===== config.mk =====
export PLATFORM = sky130hd
export DESIGN_NAME = fpa_queue
export DESIGN_NICKNAME = d
export VERILOG_FILES = /design/src/rtl/fpa_pkg.sv /design/src/rtl/fpa_queue.sv
export SDC_FILE = /design/constraint.sdc
export NUM_CORES = 1
export LEC_CHECK = 0
export BUFFER_PORTS_ARGS = -buffer_cell sky130_fd_sc_hd__buf_4
export CORE_MARGIN = 10
export CORE_UTILIZATION = 44
export DETAILED_ROUTE_END_ITERATION = 6
export PLACE_DENSITY = 0.72
export REMOVE_ABC_BUFFERS = 1
export SLEW_MARGIN = 15
export SYNTH_ARGS = -nofsm -noshare
export SYNTH_HDL_FRONTEND = slang
export SYNTH_SLANG_ARGS = --single-unit

===== constraint.sdc =====
create_clock -name clk -period 1.4 [get_ports clk]
set_input_delay 0.21 -clock clk [delete_from_list [all_inputs] [get_ports clk]]
set_output_delay 0.21 -clock clk [all_outputs]
set_load 0.01 [all_outputs]

===== src/rtl/fpa_pkg.sv =====
`timescale 1ns / 1ps
package fpa_pkg;

	localparam int DATA_WIDTH_DEF = 32;
	localparam int FRAC_BITS_DEF  = 8;

	typedef enum logic [2:0] {
		OP_ADD = 3'd0,
		OP_SUB = 3'd1,
		OP_MUL = 3'd2,
		OP_DIV = 3'd3,
		OP_INC = 3'd4,
		OP_DEC = 3'd5,
		OP_MIN = 3'd6,
		OP_MAX = 3'd7
	} op_t;

	// per-transaction control bits passed from front to back
	typedef struct packed {
		logic is_mul;
		logic is_div;
		logic neg;
		logic lt;
		logic eq;
		logic gt;
		logic ovf;
		logic dz;
	} ctrl_t;

	localparam int CTRL_W = $bits(ctrl_t);

endpackage


===== src/rtl/fpa_queue.sv =====
`timescale 1ns / 1ps
module fpa_queue import fpa_pkg::*; #(
	parameter int WIDTH = CTRL_W
) (
	input  logic             clk,
	input  logic             arst_n,
	input  logic             wr_en,
	input  logic [WIDTH-1:0] wr_data,
	output logic             q_full,
	input  logic             rd_en,
	output logic             q_empty,
	output logic [WIDTH-1:0] rd_data
);

	logic [WIDTH-1:0] mem_q [2];
	logic             wr_ptr_q, rd_ptr_q;
	logic [1:0]       cnt_q;
	logic             do_wr, do_rd;

	assign q_full  = cnt_q == 2'd2;
	assign q_empty = cnt_q == 2'd0;
	assign do_wr   = wr_en && !q_full;
	assign do_rd   = rd_en && !q_empty;
	assign rd_data = mem_q[rd_ptr_q];

	always_ff @(posedge clk or negedge arst_n) begin
		if (!arst_n) begin
			wr_ptr_q <= 1'b0;
			rd_ptr_q <= 1'b0;
			cnt_q    <= 2'd0;
		end else begin
			if (do_wr)
				wr_ptr_q <= ~wr_ptr_q;
			if (do_rd)
				rd_ptr_q <= ~rd_ptr_q;
			if (do_wr && !do_rd)
				cnt_q <= cnt_q + 2'd1;
			else if (do_rd && !do_wr)
				cnt_q <= cnt_q - 2'd1;
		end
	end

	always_ff @(posedge clk) begin
		if (do_wr)
			mem_q[wr_ptr_q] <= wr_data;
	end

endmodule


==> insert_results.sql <==
INSERT INTO impl_metrics (metric_group, metric, value, unit) VALUES
('outcome', 'status', 'finished, violations left', ''),
('clocking', 'tritoncts_clock_tree', 'built', ''),
('pwr', 'ir_drop', '1.16', 'mV'),
('cells_and_area', 'layout_common_cells', '18 x buf_4, 16 x edfxtp_1, 10 x buf_6', ''),
('sta', 'final.hold.worst_slack', '97.3', 'ps'),
('sta', 'final_period_minus_worst_setup_slack', '1500', 'ps'),
('logic_synthesis', 'syn_avg_cell_area', '17.8', 'um2'),
('detailed_routing', 'detailedRoute.firstPassIterationCount', '2', ''),
('clocking', 'clock-sinks', '20', ''),
('grt', 'grt_util_all_layers', '8.06', '%'),
('grt', 'first_pass_grt_wire_length', '2480', 'um'),
('detailed_routing', 'wl_per_cell', '14.7', 'um'),
('cells_and_area', 'finished_cell_area', '1140', 'um2'),
('outcome', 'failed_checks', 'negative setup slack', ''),
('sta', 'max_freq', '0.668', 'GHz'),
('cells_and_area', 'num_antenna_cells', '0', ''),
('grt', 'antenna_violations_before_repair', '0', ''),
('clocking', 'cts_buffer_depth', '2', ''),
('logic_synthesis', 'yosysTopAreaCellShare', '61.4', '%'),
('sta', 'final.period_utilization', '107', '%'),
('sta', 'timing.clock.skew', '0.972', 'ps'),
('setup_path', 'required', '1190', 'ps'),
('sta', 'finalHoldViolations', '0', ''),
('clocking', 'cts.root.buffer_cell', 'clkbuf_4', ''),
('floorplan', 'initial_utilization', '45.8', '%'),
('sta', 'final-setup-viol-count', '8', ''),
('setup_path', 'r2r_setup_slack', '80', 'ps'),
('floorplan', 'placeableCoreArea', '1710', 'um2'),
('clocking', 'clock_insertion_delay_worst_skew', '290', 'ps'),
('logic_synthesis', 'yosys_register_bits', '20', ''),
('detailed_routing', 'iter_0_drt_violations', '13', ''),
('cells_and_area', 'layout-drive-gt1-share', '63.2', '%'),
('placed_design', 'post_dp_cell_area', '996', 'um2'),
('clocking', 'cts_htree_levels', '1', ''),
('cells_and_area', 'flow.area_growth_from_synthesis', '46.2', '%'),
('clocking', 'clkTransAtPathRegs', '110', 'ps'),
('cells_and_area', 'layout_commonest_cell', 'buf_4', ''),
('floorplan', 'die_y', '62.2', 'um'),
('floorplan', 'floorplan.rows', '15', ''),
('detailed_routing', 'drt_drc_violations_left', '0', ''),
('sta', 'rsz0062_at_grt', 'yes', ''),
('setup_path', 'worstSetupEndpointType', 'primary output', ''),
('logic_synthesis', 'synth.top_cells.by_area', 'edfxtp_1 61%, dfrtp_1 13%, mux2_1 8.6%, mux2_2 2.9%, xnor2_1 2.2%', ''),
('cells_and_area', 'fin_nets', '90', ''),
('placed_design', 'place.detailed.hpwl', '1000', 'um'),
('detailed_routing', 'drtAntennaViolNets', '0', ''),
('placed_design', 'gpl.final_weighted_congestion', '0.662', ''),
('detailed_routing', 'drt-total-wl', '1490', 'um'),
('sta', 'timing.max_slew.rel_slack', '73.4', '%'),
('pwr', 'p_leak', '0.494', 'nW'),
('clocking', 'cts_inserted_buffers', '3', ''),
('logic_synthesis', 'synth.cell_area', '782', 'um2'),
('detailed_routing', 'routed_via_density', '4.57', ''),
('sta', 'finalWorstSetupSlack', '-97.3', 'ps'),
('pwr', 'design_power_total', '2.34', 'mW'),
('sta', 'final_max_tran_viols', '0', ''),
('logic_synthesis', 'ys.warnings.count', '0', ''),
('logic_synthesis', 'synthCells', '44', ''),
('pwr', 'power-per-cell-area', '2050', 'nW/um2'),
('floorplan', 'dieWidth', '62.2', 'um'),
('setup_path', 'worstSetupPathType', 'reg2out', ''),
('run', 'maxCapViolCount', '0', ''),
('floorplan', 'num_io_pins', '22', ''),
('logic_synthesis', 'synthDistinctLibCells', '15', ''),
('grt', 'grt_pass1_vias', '521', ''),
('grt', 'grt_max_degree', '12', ''),
('sta', 'tightest_pin_transition', '399', 'ps'),
('setup_path', 'crit_arrival', '1290', 'ps'),
('setup_path', 'cp-start-kind', 'register', ''),
('logic_synthesis', 'ys_seq_area_share', '74.2', '%'),
('worst_hold_path', 'timing.hold.worst.class', 'in2reg', ''),
('detailed_routing', 'num_vias', '462', ''),
('logic_synthesis', 'post-synth-top-area-cell', 'edfxtp_1', ''),
('setup_path', 'cp_max_fo', '5', ''),
('grt', 'globalRoute.totalOverflow', '0', ''),
('placed_design', 'io_buffers', '21', ''),
('floorplan', 'design.die.area', '3860', 'um2');
==> power by group <==
part	switching (mW)	leakage (nW)	internal (mW)
clock network	0.163	0.0154	0.104
logic	0.448	0.286	0.686
registers	0.103	0.193	0.838
total	0.714	0.494	1.63
==> cells in the mapped netlist (all sizes together) <==
cell / instances
edfxtp: 16
nand2: 1
o21ai: 1
nor2: 3
mux2: 8
xnor2: 3
buf: 1
ha: 1
nand2b: 1
and3: 1
inv: 2
xor2: 2
dfrtp: 4
==> cell type report <==
class / count / area (um2)
clock inverters: 1 / 3.75
well taps: 25 / 31.3
multi-input cells: 21 / 238
inverters: 2 / 7.51
fillers: 132 / 564
repair buffers: 29 / 258
flip-flops and latches: 20 / 583
clock buffers: 3 / 22.5
==> final timing paths <==
check | cells past startpoint | from | endpoint
max | 3 | rd_ptr_q | rd_data[0]
min | 1 | wr_data[5] | mem_q[1][5]
max reg2reg | 5 | cnt_q[1] | cnt_q[1]
min reg2reg | 1 | cnt_q[1] | cnt_q[1]
max in group asynchronous | 2 | arst_n | rd_ptr_q
min in group asynchronous | 2 | arst_n | cnt_q[1]
==> registers in the layout (all words and copies together) (netlist names) <==
name	cells
wr_ptr_q	1
rd_ptr_q	1
cnt_q	2
mem_q	16
==> what timing repair did <==
action                                  CTS  global route
endpoints found under the setup margin    8            25
resized for setup                        20             6
hold buffers                              1             0
endpoints found under the hold margin     4             0
pin swaps                                 0             2
setup buffers                             3             0
==> metal layers <==
metal  track usage, %  vias to the layer above  part of all wire (%)
li1                 -                      223                     -
met1             8.56                      224                    43
met2             13.2                       13                    50
met3             2.87                        2                   4.9
met4             5.14                        0                   1.9
met5                0                        -                     0
==> metrics by stage <==
stage / util (%) / cells / setup TNS (ps) / worst slack [ps]
6_report: 67.0 / 101 / -729 / -97.3
5_1_grt: 67.0 / 101 / -990 / -131
4_1_cts: 65.8 / 101 / -698 / -94.3
3_5_place_dp: 58.3 / 93 / 0 / 39.5
3_3_place_gp: 58.3 / 93 / 0 / 50.9
2_1_floorplan: - / 43 / 0 / 7.85
==> critical path, stage by stage, from the launching register on <==
cell	delay, ps
dfrtp_2	430
buf_6	140
mux2_4	300
buf_6	120
==> logic make-up (layout without fill, tap and decap cells) <==
logic type	count (synthesis)	count (layout)	share of synthesized area, %
XOR/XNOR	5	5	6.56
multiplexers	8	8	11.5
AO/OA/AOI/OAI	1	1	0.639
buffers and inverters	3	35	1.60
AND/OR/NAND/NOR	6	6	3.84
flip-flops	20	20	74.2
adder cells (fa/ha/maj)	1	1	1.60
Power figures use the tool's default switching activity.
