--- config.mk ---
export PLATFORM = sky130hd
export DESIGN_NAME = fpa_front
export DESIGN_NICKNAME = d
export VERILOG_FILES = /design/src/rtl/fpa_pkg.sv /design/src/rtl/fpa_front.sv
export SDC_FILE = /design/constraint.sdc
export NUM_CORES = 1
export LEC_CHECK = 0
export BUFFER_PORTS_ARGS = -buffer_cell sky130_fd_sc_hd__buf_4
export CAP_MARGIN = 20
export CORE_UTILIZATION = 45
export CTS_CLUSTER_DIAMETER = 150
export CTS_CLUSTER_SIZE = 25
export DETAILED_ROUTE_END_ITERATION = 16
export PLACE_DENSITY = 0.7
export SKIP_CTS_REPAIR_TIMING = 1
export SLEW_MARGIN = 30
export SYNTH_ARGS = -nofsm -noshare
export SYNTH_HDL_FRONTEND = slang
export SYNTH_SLANG_ARGS = --single-unit
export TNS_END_PERCENT = 50
--- constraint.sdc ---
create_clock -name clk -period 6.4 [get_ports clk]
set_input_delay 1.92 -clock clk [delete_from_list [all_inputs] [get_ports clk]]
set_output_delay 1.92 -clock clk [all_outputs]
set_load 0.03 [all_outputs]
--- src/rtl/fpa_pkg.sv ---
`timescale 1ns / 1ps
package fpa_pkg;

	localparam int DATA_WIDTH_DEF = 32;
	localparam int FRAC_BITS_DEF  = 8;

	typedef enum logic [2:0] {
		OP_ADD = 3'd0,
		OP_SUB = 3'd1,
		OP_MUL = 3'd2,
		OP_DIV = 3'd3,
		OP_INC = 3'd4,
		OP_DEC = 3'd5,
		OP_MIN = 3'd6,
		OP_MAX = 3'd7
	} op_t;

	// per-transaction control bits passed from front to back
	typedef struct packed {
		logic is_mul;
		logic is_div;
		logic neg;
		logic lt;
		logic eq;
		logic gt;
		logic ovf;
		logic dz;
	} ctrl_t;

	localparam int CTRL_W = $bits(ctrl_t);

endpackage

--- src/rtl/fpa_front.sv ---
`timescale 1ns / 1ps
module fpa_front import fpa_pkg::*; #(
	parameter int DATA_WIDTH = DATA_WIDTH_DEF,
	parameter int FRAC_BITS  = FRAC_BITS_DEF
) (
	input  logic                                clk,
	input  logic                                arst_n,
	input  logic                                push,
	output logic                                full,
	input  logic [2:0]                          op,
	input  logic signed [DATA_WIDTH-1:0]        operand_a,
	input  logic signed [DATA_WIDTH-1:0]        operand_b,
	input  logic                                q_full,
	output logic                                q_push,
	output ctrl_t                               ctrl_s1,
	output logic [DATA_WIDTH-1:0]               res_s1,
	output logic [DATA_WIDTH-FRAC_BITS-1:0]     ip_s1,
	output logic [DATA_WIDTH-1:0]               ma_s1,
	output logic [DATA_WIDTH-1:0]               mb_s1
);

	localparam int W = DATA_WIDTH;
	localparam logic [W-1:0] MAXV = {1'b0, {(W-1){1'b1}}};
	localparam logic [W-1:0] MINV = {1'b1, {(W-1){1'b0}}};

	logic                vld_s1;
	logic                take;
	logic signed [W-1:0] bb;
	logic signed [W:0]   as;
	logic                as_ovf;
	logic [W-1:0]        as_res;
	logic signed [W-1:0] ash;
	logic                lt, gt, eq;
	ctrl_t               ctrl_d;
	logic [W-1:0]        res_d;

	assign full   = vld_s1 && q_full;
	assign take   = push && !full;
	assign q_push = vld_s1 && !q_full;

	assign lt  = operand_a < operand_b;
	assign gt  = operand_a > operand_b;
	assign eq  = operand_a == operand_b;
	assign ash = operand_a >>> FRAC_BITS;

	always_comb begin
		bb = operand_b;
		if (op_t'(op) == OP_INC || op_t'(op) == OP_DEC)
			bb = W'(1);
		if (op_t'(op) == OP_SUB || op_t'(op) == OP_DEC)
			as = {operand_a[W-1], operand_a} - {bb[W-1], bb};
		else
			as = {operand_a[W-1], operand_a} + {bb[W-1], bb};
		as_ovf = as[W] != as[W-1];
		as_res = as_ovf ? (as[W] ? MINV : MAXV) : as[W-1:0];
	end

	always_comb begin
		ctrl_d     = '0;
		ctrl_d.neg = operand_a[W-1] ^ operand_b[W-1];
		ctrl_d.lt  = lt;
		ctrl_d.eq  = eq;
		ctrl_d.gt  = gt;
		res_d      = '0;
		unique case (op_t'(op))
			OP_ADD, OP_SUB, OP_INC, OP_DEC: begin
				res_d      = as_res;
				ctrl_d.ovf = as_ovf;
			end
			OP_MUL: begin
				ctrl_d.is_mul = 1'b1;
			end
			OP_DIV: begin
				// zero divisor settles here and skips the divider result
				ctrl_d.dz     = operand_b == '0;
				ctrl_d.is_div = operand_b != '0;
			end
			OP_MIN: begin
				res_d = lt ? operand_a : operand_b;
			end
			OP_MAX: begin
				res_d = gt ? operand_a : operand_b;
			end
			default: begin
				res_d = '0;
			end
		endcase
	end

	always_ff @(posedge clk or negedge arst_n) begin
		if (!arst_n) begin
			vld_s1 <= 1'b0;
		end else if (take) begin
			vld_s1 <= 1'b1;
		end else if (q_push) begin
			vld_s1 <= 1'b0;
		end
	end

	always_ff @(posedge clk) begin
		if (take) begin
			ctrl_s1 <= ctrl_d;
			res_s1  <= res_d;
			ip_s1   <= ash[W-FRAC_BITS-1:0];
			ma_s1   <= operand_a[W-1] ? (~operand_a + 1'b1) : operand_a;
			mb_s1   <= operand_b[W-1] ? (~operand_b + 1'b1) : operand_b;
		end
	end

endmodule

==> impl_metrics.prom, run 1 <==
# TYPE chip_impl_metric gauge
chip_impl_info{name="run_status",value="finished clean"} 1
chip_impl_info{name="ctsRootBufferMaster",value="sky130_fd_sc_hd__clkbuf_16"} 1
chip_impl_metric{name="core-area",unit="um^2"} 20400
chip_impl_info{name="cts_tree",value="yes"} 1
chip_impl_metric{name="synth_cells",unit=""} 1034
chip_impl_metric{name="initial_core_util",unit="%"} 46.4
chip_impl_metric{name="routed_wirelength",unit="mm"} 30.9
chip_impl_metric{name="synth-async-reset-ratio",unit="%"} 0.775
chip_impl_metric{name="grt_first_pass_wirelength",unit="mm"} 47.2
chip_impl_metric{name="vdd_drop_max",unit="V"} 0.000186
chip_impl_metric{name="detailed_place_hpwl",unit="mm"} 24.1
chip_impl_info{name="rsz0062_at_grt",value="false"} 1
chip_impl_metric{name="antenna_found_initial",unit=""} 0
chip_impl_metric{name="fin_total_pwr",unit="uW"} 3170
chip_impl_info{name="end_kind",value="flip-flop"} 1
chip_impl_metric{name="cap_viol_max_count",unit=""} 0
chip_impl_metric{name="crit_required",unit="ps"} 6540
chip_impl_info{name="setup.worst_path.end",value="res_s1[29]"} 1
chip_impl_metric{name="drt-wirelength-per-cell",unit="um"} 19.9
chip_impl_metric{name="gr-usage-all-layers",unit="%"} 28.6
chip_impl_metric{name="fp.dieW",unit="um"} 147
chip_impl_metric{name="worst_pin_slew",unit="ps"} 765
chip_impl_metric{name="critical_path.max_stage_delay",unit="ps"} 410
chip_impl_metric{name="grt_start_max_net_pins",unit=""} 88
chip_impl_metric{name="first_pass_iters",unit=""} 5
chip_impl_metric{name="die_ht",unit="um"} 147
chip_impl_metric{name="drt_iter0_drc",unit=""} 734
chip_impl_metric{name="synth_cell_type_count",unit=""} 69
chip_impl_metric{name="finalWeightedCongestion",unit=""} 0.968
chip_impl_metric{name="grt_pass1_vias",unit=""} 8207
chip_impl_metric{name="total_die_area",unit="um^2"} 21600
chip_impl_metric{name="layout.filler_cells",unit=""} 1835
chip_impl_metric{name="synth-edff-count",unit=""} 128
chip_impl_metric{name="cts_buffers",unit=""} 17
chip_impl_metric{name="ys_seq_area_share",unit="%"} 40.8
chip_impl_metric{name="cts_htree_levels",unit=""} 4
chip_impl_metric{name="clock-skew-final",unit="ps"} 14.2
chip_impl_metric{name="overflow",unit=""} 0
chip_impl_info{name="layout_commonest_cell",value="sky130_fd_sc_hd__buf_4"} 1
chip_impl_info{name="startpoint_type",value="input port"} 1
chip_impl_metric{name="antenna_cells",unit=""} 0
chip_impl_metric{name="cts.clk_slew.worst_paths",unit="ps"} 60
chip_impl_metric{name="synth.net_count",unit=""} 1173
chip_impl_metric{name="placedInstanceArea",unit="um^2"} 11600
chip_impl_metric{name="drcViolationCount",unit=""} 0
chip_impl_metric{name="power_density_cells",unit="nW/um^2"} 259
chip_impl_metric{name="fmax",unit="MHz"} 166
chip_impl_metric{name="insertion_delay",unit="ps"} 430
chip_impl_info{name="setup.worst_path.class",value="in -> reg"} 1
chip_impl_info{name="cpMaxStageDelayCell",value="sky130_fd_sc_hd__or3_4"} 1
chip_impl_metric{name="routed_via_density",unit=""} 5.76
chip_impl_metric{name="via_count",unit=""} 8910
chip_impl_metric{name="fp-row-count",unit=""} 52
chip_impl_metric{name="place.port_buffers",unit=""} 200
chip_impl_info{name="synth_flop_cell",value="sky130_fd_sc_hd__edfxtp_1"} 1
chip_impl_metric{name="synth_seq_cells",unit=""} 129
chip_impl_metric{name="detail-route-antenna-nets",unit=""} 0
chip_impl_metric{name="worst_r2r_path_depth",unit=""} 3
chip_impl_info{name="mostFrequentLayoutCells",value="sky130_fd_sc_hd__buf_4, sky130_fd_sc_hd__edfxtp_1, sky130_fd_sc_hd__a21oi_1"} 1
chip_impl_metric{name="power.leakage",unit="uW"} 0.00507
chip_impl_metric{name="area.growth.synth_to_final",unit="%"} 29.2
chip_impl_metric{name="timing.final.crit_share",unit="%"} 94.2
chip_impl_metric{name="synth.avg_cell_area",unit="um^2"} 9.16
chip_impl_metric{name="count_of_final_max_slew_check_failures",unit=""} 0
chip_impl_metric{name="clock-sinks",unit=""} 129
chip_impl_metric{name="syn-cell-area",unit="um^2"} 9470
chip_impl_info{name="crit_chain",value="buf_4, or3_4, nor4b_4, nand4_2, nand3b_4, or3_4, or3_1, or3_4, a211oi_1, a21oi_1, ha_1, nand3_1, nor2_1, nand3_1, o21ai_1, xnor2_2, o21ai_2, buf_4, o221ai_1"} 1
chip_impl_metric{name="final_nets",unit=""} 1403
chip_impl_info{name="critical-path-top-cell-by-count",value="sky130_fd_sc_hd__or3_4"} 1
chip_impl_info{name="min-delay-path-class",value="reg -> reg"} 1
chip_impl_metric{name="critical_path_peak_fanout",unit=""} 14
chip_impl_metric{name="slew_headroom",unit="%"} 49.0
chip_impl_metric{name="finalSetupViolations",unit=""} 0
chip_impl_metric{name="period_needed",unit="ps"} 6030
chip_impl_info{name="crit-reg2reg-launch",value="vld_s1"} 1
chip_impl_metric{name="final_layout_size_suffix_gt1_share",unit="%"} 25.1
chip_impl_info{name="crit-reg2reg-capture",value="ctrl_s1[7]"} 1
chip_impl_metric{name="timing.reg2reg.setup_slack",unit="ps"} 4700
chip_impl_metric{name="postLayoutCellArea",unit="um^2"} 12200
chip_impl_metric{name="critical_path_arrival",unit="ps"} 6170
chip_impl_metric{name="final-hold-violation-count",unit=""} 0
chip_impl_metric{name="cts_max_path_buffers",unit=""} 2
chip_impl_info{name="crit_start",value="operand_b[2]"} 1
chip_impl_metric{name="ios",unit=""} 201
chip_impl_metric{name="ys_warn_count",unit=""} 0
==> flip-flops by register name, summed over array words and instances (netlist names) <==
| signal | flops |
|---|---|
| ma_s1 | 32 |
| mb_s1 | 32 |
| res_s1 | 32 |
| ip_s1 | 24 |
| ctrl_s1 | 8 |
| vld_s1 | 1 |
==> final cells by class <==
cell class / count / area, um^2 / area share [%]
clock inverters: 14 / 168 / 1.37
multi-input cells: 800 / 5230 / 42.7
clock buffers: 18 / 439 / 3.59
inverters: 50 / 188 / 1.53
repair buffers: 266 / 2010 / 16.4
well taps: 270 / 338 / 2.76
flip-flops and latches: 129 / 3870 / 31.6
==> Yosys cell counts, drive strengths merged, types with 7 or more instances <==
library cell	number	area (um^2)
or2	7	43.8
a21boi	7	52.6
buf	7	32.5
nor3	18	101
nand4	17	113
a21oi	121	606
xor2	12	105
nand2b	9	56.3
or3	12	90.1
o211ai	12	90.1
a21o	13	97.6
ha	67	838
o22ai	29	181
o31ai	11	82.6
inv	49	184
edfxtp	128	3840
a31oi	22	138
nor2	92	345
nand2	89	334
clkbuf	48	180
nor2b	10	62.6
or4	8	63.8
nand3	26	130
nor4	8	56.3
o21ai	62	314
xnor2	80	701
==> through the flow <==
| stage | setup TNS (ps) | worst slack, ps | cells | util, % | hold slack (ps) |
|---|---|---|---|---|---|
| 6_report | 0 | 369 | 1547 | 59.9 | 696 |
| 5_1_grt | 0 | 90.2 | 1547 | 59.9 | 763 |
| 3_3_place_gp | -41.8 | -15.9 | 1515 | 56.9 | 670 |
| 4_1_cts | 0 | 393 | 1547 | 59.9 | 703 |
| 2_1_floorplan | -9170 | -325 | 1034 | - | 839 |
| 3_5_place_dp | -83.2 | -29.5 | 1515 | 56.9 | 682 |
==> how the worst min path moves through the flow <==
stage	start	endpoint	slack [ps]	cells after the start
floorplan	vld_s1	vld_s1	840	2
global placement	vld_s1	vld_s1	670	2
detailed placement	vld_s1	vld_s1	680	2
CTS	vld_s1	vld_s1	700	2
global route	vld_s1	vld_s1	760	2
finish	vld_s1	vld_s1	700	2
==> routing by layer <==
layer	wire length [um]	GRT usage, %	part of all wire (%)
met1	14600	43.6	47
met2	13100	41.9	43
met3	2760	4.66	9.0
met4	382	6.91	1.2
met5	0	0	0
==> critical path, delay by kind of cell <==
| family | cells | cell delay (ps) |
|---|---|---|
| simple gates | 10 | 2520 |
| compound gates | 5 | 850 |
| buf+inv | 2 | 360 |
| fa+ha+maj | 1 | 350 |
| xor+xnor | 1 | 150 |
==> logic make-up (layout without fill, tap and decap cells) <==
logic type	Yosys count	after routing	share of synthesized area (%)
AOI/OAI and AO/OA	324	324	20.7
xor gates and xnor gates	92	92	8.50
adders and majority gates	68	68	9.06
buffers and inverters	105	348	4.23
DFF	129	129	40.8
muxes	2	2	0.211
and+or+nand+nor	314	314	16.5
==> report_power, final <==
part / internal, uW / total [uW] / switching, uW / leakage [uW]
Sequential: 1040 / 1060 / 22.7 / 0.00124
Clock: 598 / 1020 / 419 / 0.000293
Combinational: 419 / 1090 / 675 / 0.00354
Total: 2050 / 3170 / 1120 / 0.00507
(Power assumes the default switching activity.)
==> run 2, diff against run 1 <==
--- a/config.mk
+++ b/config.mk
@@ -11,7 +11,7 @@
 export CTS_CLUSTER_DIAMETER = 150
 export CTS_CLUSTER_SIZE = 25
 export DETAILED_ROUTE_END_ITERATION = 16
-export PLACE_DENSITY = 0.7
+export PLACE_DENSITY = 0.68
 export SKIP_CTS_REPAIR_TIMING = 1
 export SLEW_MARGIN = 30
 export SYNTH_ARGS = -nofsm -noshare
==> constraint.sdc (replaced) <==
create_clock -name clk -period 6.83 [get_ports clk]
set_input_delay 2.049 -clock clk [delete_from_list [all_inputs] [get_ports clk]]
set_output_delay 2.049 -clock clk [all_outputs]
set_load 0.03 [all_outputs]
==> run 2 against run 1 <==
Final cell count fell by 1.8%; sequential power shrank 6%; clock power decreased by 8%; clock skew fell by 1.4 ps; highest routed layer unchanged; global-route usage is 0.15 points lower.
==> impl_metrics.prom, run 2 (same netlist as run 1, synthesis figures left out) <==
# TYPE chip_impl_metric gauge
chip_impl_metric{name="critical_path_peak_fanout",unit=""} 23
chip_impl_metric{name="hold_slack",unit="ps"} 693
chip_impl_metric{name="overflow",unit=""} 0
chip_impl_metric{name="initial_core_util",unit="%"} 46.4
chip_impl_metric{name="finalWeightedCongestion",unit=""} 0.932
chip_impl_metric{name="total_die_area",unit="um^2"} 21600
chip_impl_metric{name="placedInstanceArea",unit="um^2"} 11400
chip_impl_metric{name="crit_required",unit="ps"} 7070
chip_impl_metric{name="grt_pass1_vias",unit=""} 7938
chip_impl_metric{name="routed_wirelength",unit="mm"} 31.0
chip_impl_info{name="layout_commonest_cell",value="sky130_fd_sc_hd__buf_4"} 1
chip_impl_metric{name="cts_htree_levels",unit=""} 4
chip_impl_metric{name="timing.reg2reg.setup_slack",unit="ps"} 5180
chip_impl_metric{name="core-area",unit="um^2"} 20400
chip_impl_metric{name="drt-wirelength-per-cell",unit="um"} 20.4
chip_impl_metric{name="timing.hold.worst_path_depth",unit=""} 2
chip_impl_info{name="crit_chain",value="buf_4, or3_4, nor4b_4, nand4_2, nand3b_4, or3_4, or3_1, or3_4, a211oi_1, a21oi_1, ha_1, nand3_1, nor2_1, nand2_1, o21ai_0, xor2_2, buf_4, a21oi_1, o22ai_1"} 1
chip_impl_metric{name="fin_setup_tns",unit="ps"} 0
chip_impl_metric{name="detail-route-antenna-nets",unit=""} 0
chip_impl_metric{name="period_needed",unit="ps"} 6330
chip_impl_metric{name="fmax",unit="MHz"} 158
chip_impl_metric{name="post_route_m1_wl",unit="mm"} 15.0
chip_impl_metric{name="layout.filler_cells",unit=""} 1851
chip_impl_metric{name="first_pass_iters",unit=""} 5
chip_impl_info{name="mostFrequentLayoutCells",value="sky130_fd_sc_hd__buf_4, sky130_fd_sc_hd__edfxtp_1, sky130_fd_sc_hd__a21oi_1"} 1
chip_impl_metric{name="via_count",unit=""} 8841
chip_impl_metric{name="cts.clk_slew.worst_paths",unit="ps"} 60
chip_impl_info{name="crit-reg2reg-launch",value="vld_s1"} 1
chip_impl_metric{name="cell_internal_pwr",unit="uW"} 1890
chip_impl_metric{name="antenna_found_initial",unit=""} 0
chip_impl_metric{name="detailed_place_hpwl",unit="mm"} 23.7
chip_impl_metric{name="die_ht",unit="um"} 147
chip_impl_metric{name="final-hold-violation-count",unit=""} 0
chip_impl_metric{name="switching_power",unit="uW"} 1040
chip_impl_info{name="run_status",value="finished clean"} 1
chip_impl_metric{name="fp.dieW",unit="um"} 147
chip_impl_metric{name="power.share.clock",unit="%"} 31.9
chip_impl_info{name="ctsRootBufferMaster",value="sky130_fd_sc_hd__clkbuf_16"} 1
chip_impl_metric{name="cts_max_path_buffers",unit=""} 2
chip_impl_metric{name="clock-skew-final",unit="ps"} 12.8
chip_impl_metric{name="grt_start_max_net_pins",unit=""} 129
chip_impl_metric{name="antenna_cells",unit=""} 0
chip_impl_metric{name="final_nets",unit=""} 1375
chip_impl_metric{name="worst_pin_slew",unit="ps"} 695
chip_impl_info{name="reg_top3",value="ma_s1 (32), mb_s1 (32), res_s1 (32)"} 1
chip_impl_metric{name="gr-usage-all-layers",unit="%"} 28.4
chip_impl_metric{name="wl_met2",unit="mm"} 13.2
chip_impl_metric{name="grt_first_pass_wirelength",unit="mm"} 46.6
chip_impl_metric{name="vdd_drop_max",unit="V"} 0.000165
chip_impl_info{name="cts_tree",value="yes"} 1
chip_impl_metric{name="cap_viol_max_count",unit=""} 0
chip_impl_info{name="min_from",value="vld_s1"} 1
chip_impl_metric{name="cts_buffers",unit=""} 17
chip_impl_metric{name="worst_r2r_path_depth",unit=""} 3
chip_impl_metric{name="critical_path_arrival",unit="ps"} 6570
chip_impl_info{name="critical-path-top-cell-by-count",value="sky130_fd_sc_hd__or3_4"} 1
chip_impl_metric{name="power_frac_seq",unit="%"} 33.9
chip_impl_metric{name="place.port_buffers",unit=""} 200
chip_impl_metric{name="critical_path.max_stage_delay",unit="ps"} 420
chip_impl_info{name="rsz0062_at_grt",value="false"} 1
chip_impl_info{name="startpoint_type",value="input port"} 1
chip_impl_metric{name="insertion_delay",unit="ps"} 430
chip_impl_metric{name="routed_via_density",unit=""} 5.82
chip_impl_info{name="maxUsedRoutingLayer",value="met4"} 1
chip_impl_metric{name="detailroute.wirelength.met3",unit="mm"} 2.41
chip_impl_metric{name="finalSetupViolations",unit=""} 0
chip_impl_metric{name="postLayoutCellArea",unit="um^2"} 12000
chip_impl_info{name="min-delay-path-class",value="reg -> reg"} 1
chip_impl_metric{name="slew_headroom",unit="%"} 53.6
chip_impl_metric{name="clock-sinks",unit=""} 129
chip_impl_info{name="setup.worst_path.class",value="in -> reg"} 1
chip_impl_metric{name="ios",unit=""} 201
chip_impl_metric{name="sw_frac_of_total",unit="%"} 35.5
chip_impl_metric{name="count_of_final_max_slew_check_failures",unit=""} 0
chip_impl_info{name="min_to",value="vld_s1"} 1
chip_impl_metric{name="drt_iter0_drc",unit=""} 732
chip_impl_metric{name="power.combinational.fraction",unit="%"} 34.3
chip_impl_metric{name="area.growth.synth_to_final",unit="%"} 26.9
chip_impl_metric{name="power_density_cells",unit="nW/um^2"} 244
chip_impl_metric{name="power.leakage",unit="uW"} 0.00493
chip_impl_metric{name="post-route-util",unit="%"} 58.8
chip_impl_info{name="cpMaxStageDelayCell",value="sky130_fd_sc_hd__or3_4"} 1
chip_impl_metric{name="fp-row-count",unit=""} 52
chip_impl_metric{name="final_layout_size_suffix_gt1_share",unit="%"} 23.4
chip_impl_metric{name="timing.final.crit_share",unit="%"} 92.6
chip_impl_metric{name="fin_total_pwr",unit="uW"} 2930
chip_impl_info{name="end_kind",value="flip-flop"} 1
chip_impl_info{name="crit-reg2reg-capture",value="ip_s1[13]"} 1
chip_impl_metric{name="drcViolationCount",unit=""} 0
-- run 2: worst max path at each step --
stage	to	from	cells past startpoint	slack (ps)
2_1_floorplan	res_s1[12]	op[2]	21	-20
4_1_cts	res_s1[4]	operand_b[2]	19	560
3_5_place_dp	res_s1[4]	operand_b[2]	19	150
6_report	res_s1[4]	operand_b[2]	19	500
5_1_grt	res_s1[19]	operand_b[2]	19	240
3_3_place_gp	res_s1[9]	operand_b[2]	19	170
-- run 2: power groups by stage --
stage               Sequential (uW)  Clock, uW  Combinational [uW]
finish                          994        935                1010
global route                    999        972                1090
global placement               1010          0                 982
detailed placement             1010          0                 987
CTS                             995        946                 993
floorplan                      1140          0                 511
-- run 2: through the flow --
stage | setup WS [ps] | cells
after floorplan | -23.6 | 1034
after global placement | 166 | 1487
after detailed placement | 153 | 1487
after CTS | 561 | 1519
after global routing | 236 | 1519
final | 503 | 1519
-- run 2: layout make-up --
cell class	count	area (um^2)	share of cell area [%]
Inverter	50	188	1.56
Multi-Input combinational cell	800	5230	43.5
Sequential cell	129	3870	32.2
Timing Repair Buffer	238	1810	15.1
Clock buffer	18	429	3.57
Clock inverter	14	158	1.31
Tap cell	270	338	2.81
-- run 2: routing by layer --
metal	vias up	track usage, %
met2	423	41.2
met5	-	0
met1	4149	44.5
met3	27	3.29
met4	0	7.32
li1	4242	-
-- run 2: worst max-delay path, delay by kind of cell --
family                     cells  cell delay, ps
xor gates and xnor gates       1             250
buffers and inverters          2             410
and+or+nand+nor               10            2530
AOI/OAI and AO/OA              5             920
adders and majority gates      1             390
